$ cat config.mk
export PLATFORM = sky130hd
export DESIGN_NAME = primitive_root_search
export DESIGN_NICKNAME = d
export VERILOG_FILES = /design/src/rtl/prs_pkg.sv /design/src/rtl/primitive_root_search.sv /design/src/rtl/prs_ctrl.sv /design/src/rtl/prs_datapath.sv
export VERILOG_INCLUDE_DIRS = /design/src /design/src/rtl
export SDC_FILE = /design/constraint.sdc
export NUM_CORES = 1
export LEC_CHECK = 0
export BUFFER_PORTS_ARGS = -buffer_cell sky130_fd_sc_hd__buf_2
export CAP_MARGIN = 15
export CORE_MARGIN = 5
export CORE_UTILIZATION = 55
export CTS_CLUSTER_DIAMETER = 80
export DETAILED_ROUTE_END_ITERATION = 12
export PLACE_DENSITY = 0.73
export SLEW_MARGIN = 20
export SYNTH_ARGS = -nofsm -noshare
export SYNTH_HDL_FRONTEND = slang
export SYNTH_SLANG_ARGS = --single-unit
$ cat constraint.sdc
create_clock -name clk -period 8.1 [get_ports clk]
set_input_delay 0 -clock clk [delete_from_list [all_inputs] [get_ports clk]]
set_output_delay 0 -clock clk [all_outputs]
set_load 0.005 [all_outputs]
$ cat src/rtl/primitive_root_search_defines.svh
// Assertion macros used by the RTL controller of the primitive root search block.
`ifndef PRIMITIVE_ROOT_SEARCH_DEFINES_SVH
`define PRIMITIVE_ROOT_SEARCH_DEFINES_SVH

// Same-cycle implication, checked outside reset.
`define PRS_ASSERT_NOW(label, clk, rst_n, ante, cons) \
  label: assert property (@(posedge clk) disable iff (!rst_n) (ante) |-> (cons)) \
    else $error("prs assertion failed");

// Next-cycle implication, checked outside reset.
`define PRS_ASSERT_NEXT(label, clk, rst_n, ante, cons) \
  label: assert property (@(posedge clk) disable iff (!rst_n) (ante) |=> (cons)) \
    else $error("prs assertion failed");

`endif

$ cat src/rtl/prs_pkg.sv
package prs_pkg;

  localparam int unsigned PRS_WIDTH = 16;
  localparam int unsigned FIELD_W   = 16;

  typedef struct packed {
    logic load;
    logic cand_init;
    logic cand_next;
    logic mul_start;
    logic mul_step;
    logic out_load;
    logic out_found;
  } prs_cmd_t;

  typedef struct packed {
    logic trivial;
    logic bit_last;
    logic x_is_one;
    logic k_at_n;
    logic c_last;
  } prs_status_t;

  typedef enum logic [5:0] {
    S_IDLE  = 6'b000001,
    S_INIT  = 6'b000010,
    S_CAND  = 6'b000100,
    S_MUL   = 6'b001000,
    S_CHECK = 6'b010000,
    S_DONE  = 6'b100000
  } prs_state_t;

endpackage

$ cat src/rtl/primitive_root_search.sv
// Primitive root search.
// Input channel (in_valid/in_ready) takes one beat of order_prime p and
// modulus m. Output channel (out_valid/out_ready) returns one beat per input:
// root is the smallest c in 2..p-1 whose power chain mod m first reaches one
// at exponent p-1, with found set; otherwise root is 1 and found is clear.
// Inputs are taken at WIDTH bits; p <= 2 or m <= 1 answers at once.
// One item is worked at a time. Each modular multiply runs in the shift-add
// reduction unit in state S_MUL, set up by S_CAND and followed by S_CHECK,
// and a candidate stops at the first power equal to one.
// in_ready is high only while no item is in work. The result sits in an
// output register; if the receiver stalls, a finished search waits until that
// register is free, and the next beat may be taken while it still holds.
// Synchronous reset (rst_n low) drops any search in work and any pending
// result.
module primitive_root_search #(
  parameter int unsigned WIDTH = prs_pkg::PRS_WIDTH
) (
  input  logic                        clk,
  input  logic                        rst_n,
  input  logic                        in_valid,
  output logic                        in_ready,
  input  logic [prs_pkg::FIELD_W-1:0] in_order_prime,
  input  logic [prs_pkg::FIELD_W-1:0] in_modulus,
  output logic                        out_valid,
  input  logic                        out_ready,
  output logic [prs_pkg::FIELD_W-1:0] out_root,
  output logic                        out_found
);
  import prs_pkg::*;

  prs_cmd_t    cmd;
  prs_status_t status;

  prs_ctrl u_ctrl (
    .clk       (clk),
    .rst_n     (rst_n),
    .in_valid  (in_valid),
    .in_ready  (in_ready),
    .out_valid (out_valid),
    .out_ready (out_ready),
    .cmd       (cmd),
    .status    (status)
  );

  prs_datapath #(
    .WIDTH (WIDTH)
  ) u_datapath (
    .clk            (clk),
    .in_order_prime (in_order_prime),
    .in_modulus     (in_modulus),
    .out_root       (out_root),
    .out_found      (out_found),
    .cmd            (cmd),
    .status         (status)
  );

endmodule

$ cat src/rtl/prs_ctrl.sv
`include "primitive_root_search_defines.svh"

module prs_ctrl (
  input  logic                 clk,
  input  logic                 rst_n,
  input  logic                 in_valid,
  output logic                 in_ready,
  output logic                 out_valid,
  input  logic                 out_ready,
  output prs_pkg::prs_cmd_t    cmd,
  input  prs_pkg::prs_status_t status
);
  import prs_pkg::*;

  prs_state_t state_r, state_nxt;
  logic       found_r, found_nxt;
  logic       out_valid_r, out_valid_nxt;

  always_comb begin
    cmd       = '0;
    state_nxt = state_r;
    found_nxt = found_r;
    unique case (state_r)
      S_IDLE: begin
        if (in_valid) begin
          cmd.load  = 1'b1;
          state_nxt = S_INIT;
        end
      end
      S_INIT: begin
        if (status.trivial) begin
          found_nxt = 1'b0;
          state_nxt = S_DONE;
        end else begin
          cmd.cand_init = 1'b1;
          state_nxt     = S_CAND;
        end
      end
      S_CAND: begin
        cmd.mul_start = 1'b1;
        state_nxt     = S_MUL;
      end
      S_MUL: begin
        cmd.mul_step = 1'b1;
        if (status.bit_last) begin
          state_nxt = S_CHECK;
        end
      end
      S_CHECK: begin
        // A power of one before the last exponent, or a last power other than
        // one, rejects the candidate.
        priority if (status.k_at_n && status.x_is_one) begin
          found_nxt = 1'b1;
          state_nxt = S_DONE;
        end else if (status.k_at_n || status.x_is_one) begin
          if (status.c_last) begin
            found_nxt = 1'b0;
            state_nxt = S_DONE;
          end else begin
            cmd.cand_next = 1'b1;
            state_nxt     = S_CAND;
          end
        end else begin
          state_nxt = S_CAND;
        end
      end
      S_DONE: begin
        if (!out_valid_r || out_ready) begin
          cmd.out_load  = 1'b1;
          cmd.out_found = found_r;
          state_nxt     = S_IDLE;
        end
      end
      default: begin
        state_nxt = S_IDLE;
      end
    endcase
  end

  assign out_valid_nxt = cmd.out_load | (out_valid_r & ~out_ready);

  always_ff @(posedge clk) begin
    if (!rst_n) begin
      state_r     <= S_IDLE;
      found_r     <= 1'b0;
      out_valid_r <= 1'b0;
    end else begin
      state_r     <= state_nxt;
      found_r     <= found_nxt;
      out_valid_r <= out_valid_nxt;
    end
  end

  assign in_ready  = (state_r == S_IDLE);
  assign out_valid = out_valid_r;

  `PRS_ASSERT_NEXT(a_accept_to_init, clk, rst_n, in_valid && in_ready, state_r == S_INIT)
  `PRS_ASSERT_NEXT(a_done_delivers, clk, rst_n, cmd.out_load, out_valid && state_r == S_IDLE)
  `PRS_ASSERT_NEXT(a_mul_to_check, clk, rst_n, state_r == S_MUL && status.bit_last,
                   state_r == S_CHECK)
  `PRS_ASSERT_NOW(a_no_step_past_end, clk, rst_n, cmd.cand_next, !status.c_last)

endmodule

$ cat src/rtl/prs_datapath.sv
module prs_datapath #(
  parameter int unsigned WIDTH = prs_pkg::PRS_WIDTH
) (
  input  logic                          clk,
  input  logic [prs_pkg::FIELD_W-1:0]   in_order_prime,
  input  logic [prs_pkg::FIELD_W-1:0]   in_modulus,
  output logic [prs_pkg::FIELD_W-1:0]   out_root,
  output logic                          out_found,
  input  prs_pkg::prs_cmd_t             cmd,
  output prs_pkg::prs_status_t          status
);
  import prs_pkg::*;

  localparam int unsigned BW = $clog2(WIDTH);

  logic [WIDTH-1:0]   p_r, m_r, c_r, r_r, x_r, k_r, acc_r;
  logic [BW-1:0]      b_r;
  logic [FIELD_W-1:0] root_r;
  logic               found_r;

  logic [WIDTH-1:0]   r_init, r_inc, r_next;
  logic [WIDTH+1:0]   t, m1, m2, t_red;

  assign r_init = (m_r == WIDTH'(2)) ? '0 : WIDTH'(2);
  assign r_inc  = r_r + WIDTH'(1);
  assign r_next = (r_inc == m_r) ? '0 : r_inc;

  // Interleaved modular multiply: multiplier bits of r, MSB first.
  // acc and x stay below m, so t stays below three times m.
  assign m1 = (WIDTH+2)'(m_r);
  assign m2 = {1'b0, m_r, 1'b0};
  assign t  = {1'b0, acc_r, 1'b0} + (r_r[b_r] ? (WIDTH+2)'(x_r) : '0);

  always_comb begin
    priority if (t >= m2) begin
      t_red = t - m2;
    end else if (t >= m1) begin
      t_red = t - m1;
    end else begin
      t_red = t;
    end
  end

  always_ff @(posedge clk) begin
    if (cmd.load) begin
      p_r <= WIDTH'(in_order_prime);
      m_r <= WIDTH'(in_modulus);
    end
    if (cmd.cand_init) begin
      c_r <= WIDTH'(2);
      r_r <= r_init;
      x_r <= r_init;
      k_r <= WIDTH'(1);
    end
    if (cmd.cand_next) begin
      c_r <= c_r + WIDTH'(1);
      r_r <= r_next;
      x_r <= r_next;
      k_r <= WIDTH'(1);
    end
    if (cmd.mul_start) begin
      acc_r <= '0;
      b_r   <= BW'(WIDTH - 1);
    end
    if (cmd.mul_step) begin
      acc_r <= t_red[WIDTH-1:0];
      b_r   <= b_r - BW'(1);
      if (b_r == '0) begin
        x_r <= t_red[WIDTH-1:0];
        k_r <= k_r + WIDTH'(1);
      end
    end
    if (cmd.out_load) begin
      root_r  <= cmd.out_found ? FIELD_W'(c_r) : FIELD_W'(1);
      found_r <= cmd.out_found;
    end
  end

  assign status.trivial  = (p_r <= WIDTH'(2)) || (m_r <= WIDTH'(1));
  assign status.bit_last = (b_r == '0);
  assign status.x_is_one = (x_r == WIDTH'(1));
  assign status.k_at_n   = (k_r == (p_r - WIDTH'(1)));
  assign status.c_last   = ((c_r + WIDTH'(1)) == p_r);

  assign out_root  = root_r;
  assign out_found = found_r;

endmodule

==> run metrics <==
adder-cell share of the synthesized area=7.12%; leading post-synthesis cells by cell area=edfxtp_1, dfxtp_1, ha_1; Root Buffer=clkbuf_16; total gr overflow=0; synthesized instance count=1093; die area=21300 um2; final cell count without fillers=1409; clock power share=40.6%; Layout area overhead=13.2%; Multi-input gate area=5920 um2; Async SR Flop Fraction=0%; Worst VDD drop=151 uV; Syn Std Cell Area=10200 um2; vias=8864; gr usage total=25.6%; HP Class=input pin to flop; crit-path max FO=16; gp weighted congestion=0.959; Leak=4.40 nW; vias per inst=6.29; # fillers=1488; Detailed Place HPWL=21000 um; Yosys Warn Count=0; Boundary Pins=55; Data arrival, critical path=6.95 ns; H-tree level count=4; area share of and/or/nand/nor cells after synthesis=22.1%; f_max=147 MHz; Setup Skew=0.00808 ns; CTS clk-pin slew, worst paths=0.06 ns; Final Hold Viols=0; Post-DP Area=10600 um2; max_slew headroom=30.9%; RSZ-0062 raised after global routing=no; final hold slack=0.276 ns; top_reg_cell synth=edfxtp_1; status=completed; Reg2Reg Setup Slack=1.31 ns; post-synthesis cell type count=76; cell count after placement=1341; Pwr Density=163 nW/um2; Die Ht=146 um; CTS Hold Buffers Added=36; largest net degree at the start of global routing=37; sequential fraction of the synthesis area=37.7%; layout cells sized above 1=11.2%; Final #Nets=1259; TritonCTS clock tree=built; initial antenna violation count=0; Internal=1.37 mW; 1st-iter DRT viols=819; Worst Setup End Kind=flop; clk_lat worst skew=0.42 ns; DP Worst Slack=1.55 ns; initial core utilization=56.2%; Routed Antenna Nets=0; Comb power frac=14.3%; setup tns final=0 ns; minimum clock period after layout=6.79 ns; Tcrit/Tclk final=83.9%; chip width=146 um; antenna cells=0; total iterations of the first detailed-routing run=5; vias in the first global route=8209; PortBufs=54; post-synthesis compound-gate area fraction=16.8%; core area=18100 um2; Synth Net Count=1185; total power=1.88 mW; worst endpoint required time=8.26 ns; # Post-CTS Setup Buffers=0; sequential share of power=45.1%; global-route wire length before repair=43700 um; Synth Area in XOR/XNOR=9.72%; final worst slack=1.31 ns; measured slew at the worst slew-check pin=1.03 ns; CTS Buf Count=17; slowest cell on the critical path=a311oi_1; DR WL/cell=19.7 um; Final Cell Area=11500 um2; EDFF count, synth=101; Synth area leader=edfxtp_1; most used cell, CP=nand2_1; largest family of logic cells by synthesized area=simple AND/OR/NAND/NOR gates; Worst Setup Path Type=flop to flop; syn_area_per_cell=9.29 um2; post-layout util=63.6%; mux contribution to synthesized area=2.59%; MaxCap Viol Count=0; num rows=49; register area=3830 um2; cts repair resizes=0; top-area cell type share of the netlist area=29.9%; crit-path cells=mux4_2, mux4_2, and2_1, ha_1, inv_1, fa_1, nor2b_1, o21ai_0, nand2_1, a21o_1, a21oi_1, xnor2_1, ha_1, nand2_1, nor2_1, a21boi_0, o311a_1, o221a_2, a311oi_1, nand2_1, o21ai_0, nor2_1; Psw=502 uW; total wire length=27700 um; Seq cells post-synth=141; Slew Viols, Final=0; switch share=26.8%; Setup crit start kind=flop; clk sink count=141; drc violations=0; setup violators final=0; max incr delay on CP=0.88 ns; Clock Tree Buf Depth=2
Yosys cell counts, drive strengths merged (9+ instances only):
library cell	count
a21o	22
a31oi	21
nand4	35
o221ai	10
edfxtp	101
nand3	42
o21a	13
nand2	66
clkbuf	28
and2	39
dfxtp	40
a211oi	11
nand2b	9
o211ai	16
a21oi	53
nor2	101
o21ai	47
nor4	17
xor2	41
nor2b	13
ha	53
xnor2	69
buf	15
nor3	36
inv	50
and3	15
area by class of cell:
| cell class | instances | share of cell area [%] |
|---|---|---|
| clock buffer | 17 | 3.70 |
| clock inverter | 15 | 1.28 |
| inverter | 50 | 1.63 |
| multi-input combinational | 859 | 51.5 |
| sequential | 141 | 33.4 |
| tap | 229 | 2.49 |
| timing repair buffer | 98 | 6.01 |
layer usage:
| metal | wire length (um) | GRT usage (%) |
|---|---|---|
| met4 | 478 | 6.03 |
| met2 | 12200 | 38.8 |
| met5 | 69 | 2.50 |
| met1 | 12500 | 36.8 |
| met3 | 2410 | 6.35 |
sequential cells by signal (all words and copies together) (netlist names):
register              flops
u_datapath.acc_r         16
u_datapath.c_r           16
u_datapath.k_r           16
u_datapath.m_r           16
u_datapath.out_root      16
u_datapath.p_r           16
u_datapath.r_r           16
u_datapath.x_r           16
u_ctrl.state_r            6
u_datapath.b_r            4
u_ctrl.found_r            1
u_ctrl.out_valid          1
u_datapath.out_found      1
path summary, 6_finish.rpt:
| check | start | to | depth (start not counted) |
|---|---|---|---|
| min reg2reg | u_datapath.k_r[14] | u_datapath.k_r[14] | 1 |
| min | in_order_prime[0] | u_datapath.p_r[0] | 2 |
| max reg2reg | u_datapath.b_r[0] | u_datapath.acc_r[9] | 22 |
| max | u_datapath.b_r[0] | u_datapath.acc_r[9] | 22 |
critical path: cells and delay by family (launching register included):
family | cells | cell delay, ns
simple gates | 7 | 1.07
xor+xnor | 1 | 0.24
compound gates | 8 | 2.64
buf+inv | 1 | 0.08
fa+ha+maj | 3 | 0.78
flops | 1 | 0.53
mux | 2 | 1.18
power by group through the flow:
stage,registers [mW],clock network (mW),logic [mW]
2_1_floorplan,0.838,0,0.195
3_3_place_gp,0.858,0,0.246
3_5_place_dp,0.859,0,0.249
4_1_cts,0.844,0.771,0.264
5_1_grt,0.849,0.805,0.294
6_report,0.846,0.762,0.268
cell usage in the layout (no fill, tap or decap), types with 35 or more instances in the layout:
master / n
nor2_1: 101
dfxtp_1: 40
dlygate4sd3_1: 36
nand4_1: 35
ha_1: 53
nand3_1: 41
xor2_1: 41
inv_1: 50
and2_1: 39
o21ai_0: 44
nor3_1: 36
xnor2_1: 69
a21oi_1: 53
nand2_1: 64
buf_2: 54
edfxtp_1: 101
cell families after synthesis:
kind of cell	Yosys count
and+or+nand+nor	421
AOI/OAI and AO/OA	252
DFF	141
xor gates and xnor gates	111
buffers and inverters	93
adders and majority gates	56
muxes	19
Power figures use the tool's default switching activity.
